--- src/rtl/hashed_set_lru_cache_insert_top_macros.svh ---
// Assertion macros shared by the cache RTL.
`ifndef HASHED_SET_LRU_CACHE_INSERT_TOP_MACROS_SVH
`define HASHED_SET_LRU_CACHE_INSERT_TOP_MACROS_SVH
// Implication checked every clock outside reset.
`define HSLC_ASSERT_IMPL(label, clk, rst, ante, cons, msg) \
   label: assert property (@(posedge clk) disable iff (rst) (ante) |-> (cons)) else $error(msg);
// Next-cycle implication checked outside reset.
`define HSLC_ASSERT_NEXT(label, clk, rst, ante, cons, msg) \
   label: assert property (@(posedge clk) disable iff (rst) (ante) |=> (cons)) else $error(msg);
`endif

--- src/rtl/hslc_pkg.sv ---
// Package: types and constants of the set-associative LRU insert cache.
`default_nettype none
package hslc_pkg;
   localparam int SETS = 8;
   localparam int WAYS = 8;
   localparam int SET_BITS = $clog2(SETS);
   localparam int WAY_BITS = $clog2(WAYS);
   localparam int RANK_BITS = $clog2(WAYS);
   localparam int LINES = SETS * WAYS;
   localparam int USED_BITS = $clog2(WAYS + 1);
   localparam logic [3:0] COUNT_MAX = 4'd15;
   localparam logic [3:0] LIMIT_RESET = 4'd6;

   typedef struct packed {
      logic [39:0] key;
      logic [31:0] value;
   } req_type;

   typedef struct packed {
      logic        inserted;
      logic        evicted;
      logic [39:0] evicted_key;
      logic [31:0] evicted_value;
      logic        over_limit;
      logic [3:0]  entry_count;
   } rsp_type;

   typedef enum logic [1:0] {
      ST_IDLE,
      ST_READ,
      ST_UPDATE,
      ST_HOLD
   } state_type;

   typedef struct packed {
      logic load_req;
      logic read_set;
      logic update;
   } cmd_type;
endpackage
`default_nettype wire

--- src/rtl/hslc_ctrl.sv ---
// Controller: sequences accept, set read, update and result handoff.
`default_nettype none
module hslc_ctrl (
   input  wire logic             clock,
   input  wire logic             reset,
   input  wire logic             req_valid,
   output logic                  req_ready,
   input  wire logic             rsp_ready,
   output logic                  rsp_valid,
   output hslc_pkg::cmd_type     cmd
);
   hslc_pkg::state_type state_ff, state_in;

   always_ff @(posedge clock) begin
      if (reset) begin
         state_ff <= hslc_pkg::ST_IDLE;
      end else begin
         state_ff <= state_in;
      end
   end

   always_comb begin
      state_in = state_ff;
      case (state_ff)
         hslc_pkg::ST_IDLE: begin
            if (req_valid) state_in = hslc_pkg::ST_READ;
         end
         hslc_pkg::ST_READ: state_in = hslc_pkg::ST_UPDATE;
         hslc_pkg::ST_UPDATE: state_in = hslc_pkg::ST_HOLD;
         hslc_pkg::ST_HOLD: begin
            if (rsp_ready) state_in = req_valid ? hslc_pkg::ST_READ : hslc_pkg::ST_IDLE;
         end
         default: state_in = hslc_pkg::ST_IDLE;
      endcase
   end

   always_comb begin
      req_ready = 1'b0;
      rsp_valid = 1'b0;
      cmd = '0;
      case (state_ff)
         hslc_pkg::ST_IDLE: req_ready = 1'b1;
         hslc_pkg::ST_READ: cmd.read_set = 1'b1;
         hslc_pkg::ST_UPDATE: cmd.update = 1'b1;
         hslc_pkg::ST_HOLD: begin
            rsp_valid = 1'b1;
            req_ready = rsp_ready;
         end
         default: ;
      endcase
      cmd.load_req = req_valid && req_ready;
   end

   `include "hashed_set_lru_cache_insert_top_macros.svh"
   `HSLC_ASSERT_NEXT(a_accept_reads, clock, reset, req_valid && req_ready,
      state_ff == hslc_pkg::ST_READ, "accepted item not read next")
   `HSLC_ASSERT_NEXT(a_update_hold, clock, reset, cmd.update,
      rsp_valid, "update not followed by result")
   `HSLC_ASSERT_IMPL(a_one_phase, clock, reset, 1'b1,
      $onehot0({cmd.read_set, cmd.update, rsp_valid}), "phases overlap")
endmodule
`default_nettype wire

--- config.mk ---
export PLATFORM = sky130hd
export DESIGN_NAME = hslc_ctrl
export DESIGN_NICKNAME = d
export VERILOG_FILES = /design/src/rtl/hslc_pkg.sv /design/src/rtl/hslc_ctrl.sv
export VERILOG_INCLUDE_DIRS = /design/src /design/src/rtl
export SDC_FILE = /design/constraint.sdc
export NUM_CORES = 1
export LEC_CHECK = 0
export ABC_CLOCK_PERIOD_IN_PS = 1700
export BUFFER_PORTS_ARGS = -buffer_cell sky130_fd_sc_hd__buf_4
export CAP_MARGIN = 10
export CELL_PAD_IN_SITES_DETAIL_PLACEMENT = 0
export CELL_PAD_IN_SITES_GLOBAL_PLACEMENT = 1
export CORE_AREA = 2 2 39 41
export CTS_CLUSTER_DIAMETER = 40
export DETAILED_ROUTE_END_ITERATION = 8
export DIE_AREA = 0 0 41 43
export GPL_TIMING_DRIVEN = 0
export PLACE_DENSITY = 0.47
export SETUP_SLACK_MARGIN = 0.02
export SLEW_MARGIN = 5
export SYNTH_ARGS = -nofsm -noshare
export SYNTH_HDL_FRONTEND = slang
export SYNTH_SLANG_ARGS = --single-unit
--- constraint.sdc ---
create_clock -name clock -period 1.7 [get_ports clock]
set_clock_uncertainty 0.1 [all_clocks]
set_input_delay 0.255 -clock clock [delete_from_list [all_inputs] [get_ports clock]]
set_output_delay 0.255 -clock clock [all_outputs]
set_load 0.005 [all_outputs]
; Word-level counts from Yosys, hierarchy flattened
; Index checks and enable logic that the tools add are counted.
[word_totals]
register_bits = 2
input_bits = 4
output_inout_bits = 5
elab_cells = 17
[op_classes]
reduce_logical = 3
mux = 8
eq_ne = 5
[ops]
columns = op, count
row1 = 2-bit one-hot mux with 4 select lines, 1
row2 = "2-bit == test, second input constant", 2
row3 = 1-bit two-way mux, 4
row4 = 2-bit two-way mux, 2
row5 = "2-bit inequality test, second input constant", 2
row6 = "2-bit by 1-bit == test with 1-bit output, second input constant", 1
row7 = 2-bit zero test, 1
row8 = 1-bit one-hot mux with 2 select lines, 1
row9 = 2-bit AND reduction, 1
row10 = 1-bit logical AND, 1

; Logic depth before layout (Yosys ltp)
; Gate-level depths: netlist of the first run.
[logic_depth]
ltp_word = 3
mapped_depth = 5
depth_no_buf = 5

; Least setup slack after synthesis of the first run
; Ideal clock, no wire load.
[synth_timing]
path_type = register to register
from = reg state_ff[0]
to = reg state_ff[0]
synth_period_minus_slack_ns = 1.479
required_ns = 1.468
stages_incl_launch_ff = 6
arrival_ns = 1.248
path_slack_ns = 0.221
setup_time_ns = 0.132
path_buffers = 0
cell_sequence = dfxtp_1 -> inv_1 -> ha_1 -> nor2b_2 -> a2111oi_0 -> nor3b_1
[synth_via]
elab_chain_cells = 3
word_cells_on_any_way = 8
classes_between = 5 x eq/ne / 1 x mux / 2 x reduce/logical
[synth_rtl]
columns = element, line
row1 = start: declaration, hslc_ctrl.sv:12  ; hslc_pkg::state_type state_ff, state_in;
row2 = start signal: assignment, hslc_ctrl.sv:16  ; state_ff <= hslc_pkg::ST_IDLE;
row3 = start signal: assignment, hslc_ctrl.sv:18  ; state_ff <= state_in;
row4 = 2-bit == test / 2-bit zero test (equally long branches), hslc_ctrl.sv:24  ; case (state_ff)
row5 = 2-bit inequality test (no line), --
row6 = 2-bit AND reduction (no line), --
; Parallel ways exist; a longest one is shown, timed or not.
; A chain may end at the register's enable or synchronous reset.

==> insert_results.sql, run 1 <==
INSERT INTO impl_metrics (metric_group, metric, value, unit) VALUES
('outcome', 'outcome', 'completed', ''),
('logic_synthesis', 'yosysWarnings', '0', ''),
('critical_path', 'cp.arrival', '1.24', 'ns'),
('floorplanning', 'core_region_area', '1380', 'um2'),
('logic_synthesis', 'synth.area.top_cells', 'ha_1, dfxtp_1, a21oi_1', ''),
('timing', 'post-route-period-util', '0.938', ''),
('cells_and_area', 'insertedDiodeCount', '0', ''),
('power', 'switchingPower', '0.000229', 'W'),
('cts', 'cts.sink_count', '2', ''),
('cells_and_area', 'largest_register', 'state_ff', ''),
('hold_path', 'min-delay-path-class', 'input pin to flop', ''),
('logic_synthesis', 'ys_seq_elements', '2', ''),
('floorplanning', 'die_footprint', '1760', 'um2'),
('drt', 'drtAntennaViolNets', '0', ''),
('cts', 'clockBufferDepth', '2', ''),
('run', 'number_of_max_cap_violations', '0', ''),
('power', 'flop_pwr_share', '0.211', ''),
('power', 'power.combinational.fraction', '0.619', ''),
('floorplanning', 'die_width', '41', 'um'),
('cts', 'clock_network_latency_to_the_later_pin_of_the_worst_skew_pair', '0.22', 'ns'),
('timing', 'hold_viol_final', '0', ''),
('power', 'power_per_cell_area', '1800', 'nW/um2'),
('drt', 'avgRoutedWirePerCell', '8.40', 'um'),
('placement', 'routabilityCongestion', '0.713', ''),
('critical_path', 'endpoint_kind', 'output port', ''),
('timing', 'clock.fmax', '0.627', 'GHz'),
('logic_synthesis', 'synth.cells.most_frequent', 'ha_1, a21oi_1, dfxtp_1, inv_1, nor2_1', ''),
('timing', 'final-max-slew-violation-count', '0', ''),
('drt', 'detail_route.wirelength', '420', 'um'),
('logic_synthesis', 'synth_fp_nets', '33', ''),
('timing', 'rsz0062_at_grt', 'no', ''),
('drt', 'num_vias', '192', ''),
('drt', 'drc_errors', '0', ''),
('timing', 'max_slew_margin', '0.752', ''),
('global_routing', 'first_global_vias', '197', ''),
('logic_synthesis', 'synth_area_per_cell', '8.92', 'um2'),
('global_routing', 'grt_antenna_before_repair', '0', ''),
('cts', 'clk_pin_slew_worst_paths', '0.03', 'ns'),
('timing', 'finalCriticalPeriod', '1.59', 'ns'),
('power', 'max_rail_drop_vdd', '0.508', 'mV'),
('cts', 'post_cts_buffers', '0', ''),
('global_routing', 'globalRouteTotalUtil', '0.0631', ''),
('cells_and_area', 'area.growth.synth_to_final', '66.5', '%'),
('placement', 'portBuffers', '8', ''),
('power', 'power_leakage', '0.150', 'nW'),
('cells_and_area', 'num-nets-final', '46', ''),
('critical_path', 'worst_setup_path_start_kind', 'flop', ''),
('critical_path', 'critPathRequiredTime', '1.34', 'ns'),
('cts', 'cts-buffers-inserted', '3', ''),
('critical_path', 'path_max_fanout', '5', ''),
('logic_synthesis', 'synth_area_leader_cell', 'ha_1', ''),
('cells_and_area', 'number_of_flip_flops_under_the_largest_register_name', '2', ''),
('power', 'sw_frac_of_total', '0.373', ''),
('cts', 'htree_levels', '1', ''),
('timing', 'max_slew.worst_pin.slew', '0.363', 'ns'),
('logic_synthesis', 'synth.yosys.seq_area_share', '0.195', ''),
('drt', 'detail_route.iter0.violations', '3', ''),
('logic_synthesis', 'dominant_synthesized_flop_cell', 'dfxtp_1', ''),
('cts', 'tritoncts', 'built', ''),
('cells_and_area', 'layout_top_registers', 'state_ff: 2 flops', ''),
('logic_synthesis', 'postSynthCellCount', '23', ''),
('cells_and_area', 'filler_cell_count', '155', ''),
('global_routing', 'maximum_number_of_pins_on_one_net_before_global_route_repair', '7', ''),
('logic_synthesis', 'synth-edff-count', '0', ''),
('cells_and_area', 'register_area', '47.5', 'um2'),
('power', 'p_int', '0.000386', 'W'),
('power', 'power_frac_clock', '0.170', ''),
('floorplanning', 'ioPinCount', '9', ''),
('cts', 'cts_hold_repair.buffers', '0', ''),
('logic_synthesis', 'synthArstFlopShare', '0', ''),
('cts', 'clock_root_buffer', 'clkbuf_4', '');
==> path summary, 6_finish.rpt <==
check                           cells after the start  slack [ns]                startpoint                        to
worst max register to register                      5        0.26  state_ff[0]$_SDFFE_PP0P_  state_ff[0]$_SDFFE_PP0P_
worst max-delay path                                5        0.11  state_ff[0]$_SDFFE_PP0P_                    cmd[2]
worst min-delay path                                2        0.09                     reset  state_ff[1]$_SDFFE_PP0P_
worst min register to register                      2        0.44  state_ff[1]$_SDFFE_PP0P_  state_ff[1]$_SDFFE_PP0P_
==> final cells by class <==
type | instances | area share
multi-input cells | 19 | 0.524
inverters | 2 | 0.0366
repair buffers | 8 | 0.176
clock buffers | 3 | 0.0659
flip-flops and latches | 2 | 0.139
well taps | 16 | 0.0586
==> critical path, stage by stage (launching register included) <==
cell	delay, ns
dfxtp_4	0.36
ha_2	0.19
a21oi_2	0.14
nor2_2	0.05
and2_1	0.14
buf_4	0.13
==> per-stage QoR <==
stage	hold slack (ns)	power (W)	worst slack [ns]	instance area [um2]	std cells
2_1_floorplan	0.224	0.000290	0.221	205	23
6_report	0.0904	0.000615	0.105	342	50
5_1_grt	0.0702	0.000703	0.0329	342	50
4_1_cts	0.0776	0.000560	0.0246	315	50
3_3_place_gp	0.329	0.000436	0.0357	285	47
3_5_place_dp	0.329	0.000428	0.0829	285	47
==> what timing repair did <==
item / in CTS / in global routing
pin swaps: 1 / 1
setup endpoints to repair: 2 / 1
resized for setup: 5 / 8
==> logic make-up after synthesis <==
| family | synth area share |
|---|---|
| and+or+nand+nor | 0.250 |
| AOI/OAI and AO/OA | 0.152 |
| buffers and inverters | 0.0366 |
| DFF | 0.195 |
| adders and majority gates | 0.366 |
==> cell usage in the layout (no fill, tap or decap), types with 2 or more instances in the layout <==
cell type,n
clkbuf_4,3
dfxtp_4,2
ha_1,4
inv_4,2
buf_4,8
==> metal layers <==
layer  part of all wire  up-vias  GRT usage
li1                   -      102          -
met1               0.38       82     0.0669
met2               0.50        8     0.0844
met3               0.12        0     0.0314
met4                  0        0     0.0600
met5                  0        -          0
==> power groups by stage <==
stage,sequential [W],clock [W],combinational (W)
after floorplan,0.0000958,0,0.000194
after global placement,0.000106,0,0.000330
after detailed placement,0.000105,0,0.000323
after CTS,0.000119,0.000114,0.000326
after global routing,0.000137,0.000124,0.000443
final,0.000130,0.000105,0.000381
Power figures use the tool's default switching activity.
==> inputs of run 2 (changes only) <==
- ABC_CLOCK_PERIOD_IN_PS: 1700 -> 1900
- clock period: 1.7 -> 1.9 ns (I/O delays scaled with it)
==> run 2 against run 1 <==
Net effect: via count decreased by 1.0%; flip-flop and latch count unchanged; combinational power decreased by 25%; hold slack improved by 0.031 ns; largest power group unchanged; non-clock buffer count unchanged; cell count unchanged; design area decreased by 9.2%; clock-buffer cell count unchanged; first-iteration DRC count decreased by 33%; global-route usage unchanged; largest cell class unchanged.
==> insert_results.sql, run 2 (synthesized netlist as in run 1, its figures left out) <==
INSERT INTO impl_metrics (metric_group, metric, value, unit) VALUES
('cells_and_area', 'area.growth.synth_to_final', '51.2', '%'),
('cells_and_area', 'insertedDiodeCount', '0', ''),
('critical_path', 'worst-setup-path-type', 'flop to output port', ''),
('floorplanning', 'placementRows', '14', ''),
('cts', 'cts.sink_count', '2', ''),
('drt', 'drc_errors', '0', ''),
('critical_path', 'worstPathCellList', 'inv_1, ha_1, nor2_1, and2_1, buf_4', ''),
('drt', 'drtAntennaViolNets', '0', ''),
('critical_path', 'path_max_fanout', '5', ''),
('timing', 'post-route-period-util', '0.917', ''),
('cts', 'cts_hold_repair.buffers', '0', ''),
('drt', 'dr.pass1.iters', '2', ''),
('drt', 'avgRoutedWirePerCell', '8.06', 'um'),
('floorplanning', 'die_footprint', '1760', 'um2'),
('timing', 'finalSetupViolCount', '0', ''),
('hold_path', 'min_to', 'state_ff[1]$_SDFFE_PP0P_', ''),
('power', 'power.combinational.fraction', '0.600', ''),
('timing', 'hold_viol_final', '0', ''),
('cells_and_area', 'number_of_flip_flops_under_the_largest_register_name', '2', ''),
('floorplanning', 'core_region_area', '1380', 'um2'),
('timing', 'final-max-slew-violation-count', '0', ''),
('global_routing', 'first_global_vias', '197', ''),
('critical_path', 'endpoint_kind', 'output port', ''),
('placement', 'routabilityCongestion', '0.713', ''),
('power', 'p_int', '0.000301', 'W'),
('floorplanning', 'ioPinCount', '9', ''),
('power', 'power_leakage', '0.150', 'nW'),
('critical_path', 'cp.arrival', '1.36', 'ns'),
('drt', 'num_vias', '190', ''),
('timing', 'max_slew.worst_pin.slew', '0.376', 'ns'),
('power', 'flop_pwr_share', '0.203', ''),
('power', 'switchingPower', '0.000173', 'W'),
('critical_path', 'critPathRequiredTime', '1.51', 'ns'),
('global_routing', 'overflow', '0', ''),
('hold_path', 'hp-start', 'reset', ''),
('drt', 'route.detailed.vias_per_inst', '3.80', ''),
('global_routing', 'wire_length_of_the_first_global_routing_pass', '717', 'um'),
('cells_and_area', 'layout_top_registers', 'state_ff: 2 flops', ''),
('timing', 'final.setup.tns', '0', 'ns'),
('cts', 'clock_root_buffer', 'clkbuf_4', ''),
('power', 'power_per_cell_area', '1530', 'nW/um2'),
('critical_path', 'ff2ff_setup_slack', '0.36', 'ns'),
('floorplanning', 'die_height', '43', 'um'),
('cts', 'cts-buffers-inserted', '3', ''),
('placement', 'portBuffers', '8', ''),
('timing', 'finalCriticalPeriod', '1.74', 'ns'),
('power', 'max_rail_drop_vdd', '0.403', 'mV'),
('timing', 'clock.fmax', '0.574', 'GHz'),
('floorplanning', 'start_util', '0.148', ''),
('critical_path', 'worst_r2r_startpoint', 'state_ff[0]$_SDFFE_PP0P_', ''),
('critical_path', 'worst_setup_path_start_kind', 'flop', ''),
('critical_path', 'reg2reg_to', 'state_ff[0]$_SDFFE_PP0P_', ''),
('critical_path', 'reg2regPathDepth', '5', ''),
('drt', 'detail_route.iter0.violations', '2', ''),
('power', 'sw_frac_of_total', '0.365', ''),
('global_routing', 'maximum_number_of_pins_on_one_net_before_global_route_repair', '7', ''),
('cts', 'post_cts_buffers', '0', ''),
('drt', 'detail_route.wirelength', '403', 'um'),
('floorplanning', 'die_width', '41', 'um'),
('cells_and_area', 'num-nets-final', '46', ''),
('cts', 'clk_pin_slew_worst_paths', '0.03', 'ns'),
('cts', 'clock_network_latency_to_the_later_pin_of_the_worst_skew_pair', '0.22', 'ns'),
('global_routing', 'globalRouteTotalUtil', '0.0631', ''),
('hold_path', 'min-delay-path-class', 'input pin to flop', ''),
('timing', 'rsz0062_at_grt', 'no', ''),
('run', 'number_of_max_cap_violations', '0', ''),
('critical_path', 'critical_path.slowest_cell', 'dfxtp_2', ''),
('cells_and_area', 'finish.utilization', '0.224', ''),
('timing', 'max_slew_margin', '0.743', ''),
('outcome', 'outcome', 'completed', ''),
('global_routing', 'grt_antenna_before_repair', '0', ''),
('cells_and_area', 'final_cell_mix', 'buf_4, ha_1, clkbuf_4', ''),
('cts', 'clockBufferDepth', '2', ''),
('cells_and_area', 'layout.cells.most_common', 'buf_4', ''),
('placement', 'hpwlAfterDp', '335', 'um'),
('critical_path', 'slowest_delay', '0.36', 'ns'),
('cells_and_area', 'layout-drive-gt1-share', '0.412', ''),
('cts', 'htree_levels', '1', ''),
('power', 'power_frac_clock', '0.197', ''),
('hold_path', 'hold_path_depth', '2', ''),
('cells_and_area', 'largest_register', 'state_ff', ''),
('cts', 'tritoncts', 'built', '');
run 2: cell types whose count changed in the layout (fill, tap and decap cells not counted), moves of 2 or more:
cell     previous run  this run
dfxtp_2             0         2
dfxtp_4             2         0
ha_1                4         6
inv_1               0         2
inv_4               2         0
run 2: per-layer routing:
layer	share of wire	routed length, um	up-vias	global-route usage
li1	-	-	103	-
met1	0.38	154	81	0.0669
met2	0.50	203	6	0.0844
met3	0.11	46	0	0.0314
met4	0	0	0	0.0600
met5	0	0	-	0
run 2: power by group through the flow:
| stage | clock (W) | sequential [W] | combinational [W] |
|---|---|---|---|
| after floorplan | 0 | 0.0000857 | 0.000174 |
| after global placement | 0 | 0.0000949 | 0.000295 |
| after detailed placement | 0 | 0.0000936 | 0.000289 |
| after CTS | 0.000103 | 0.0000928 | 0.000291 |
| after global routing | 0.000110 | 0.000103 | 0.000340 |
| final | 0.0000934 | 0.0000964 | 0.000284 |
run 2: layout make-up:
class	instances	area [um2]
fill	160	1070
multi-input combinational	19	158
timing repair buffer	8	60.1
sequential	2	42.5
clock buffer	3	22.5
tap	16	20.0
inverter	2	7.51
run 2: worst max-delay path: cells and delay by family, from the launching register on:
family                   cells  cell delay (ns)
flip-flops                   1             0.36
adder cells (fa/ha/maj)      1             0.32
AND/OR/NAND/NOR              2             0.26
buffers and inverters        2             0.20
run 2: per-stage QoR:
step                      std cells  hold WS, ns  area (um2)  setup slack, ns  total power (W)
after global routing             50        0.101         310           0.0353         0.000553
after detailed placement         47        0.359         285            0.283         0.000383
after floorplan                  23        0.254         205            0.421         0.000260
after CTS                        50        0.117         308           0.0524         0.000487
final                            50        0.122         310            0.158         0.000474
after global placement           47        0.359         285            0.236         0.000390
run 2: timing repair:
action                     4_1_cts  5_1_grt
hold endpoints to repair         0        0
setup endpoints to repair        0        1
gates resized for setup          0        2
run 2: worst max-delay path by stage:
| stage | start | to | slack, ns |
|---|---|---|---|
| after global placement | state_ff[0]$_SDFFE_PP0P_ | state_ff[0]$_SDFFE_PP0P_ | 0.24 |
| after detailed placement | state_ff[0]$_SDFFE_PP0P_ | state_ff[0]$_SDFFE_PP0P_ | 0.28 |
| after global routing | state_ff[0]$_SDFFE_PP0P_ | cmd[2] | 0.04 |
| after floorplan | state_ff[0]$_SDFFE_PP0P_ | state_ff[0]$_SDFFE_PP0P_ | 0.42 |
| final | state_ff[0]$_SDFFE_PP0P_ | cmd[2] | 0.16 |
| after CTS | state_ff[0]$_SDFFE_PP0P_ | cmd[2] | 0.05 |
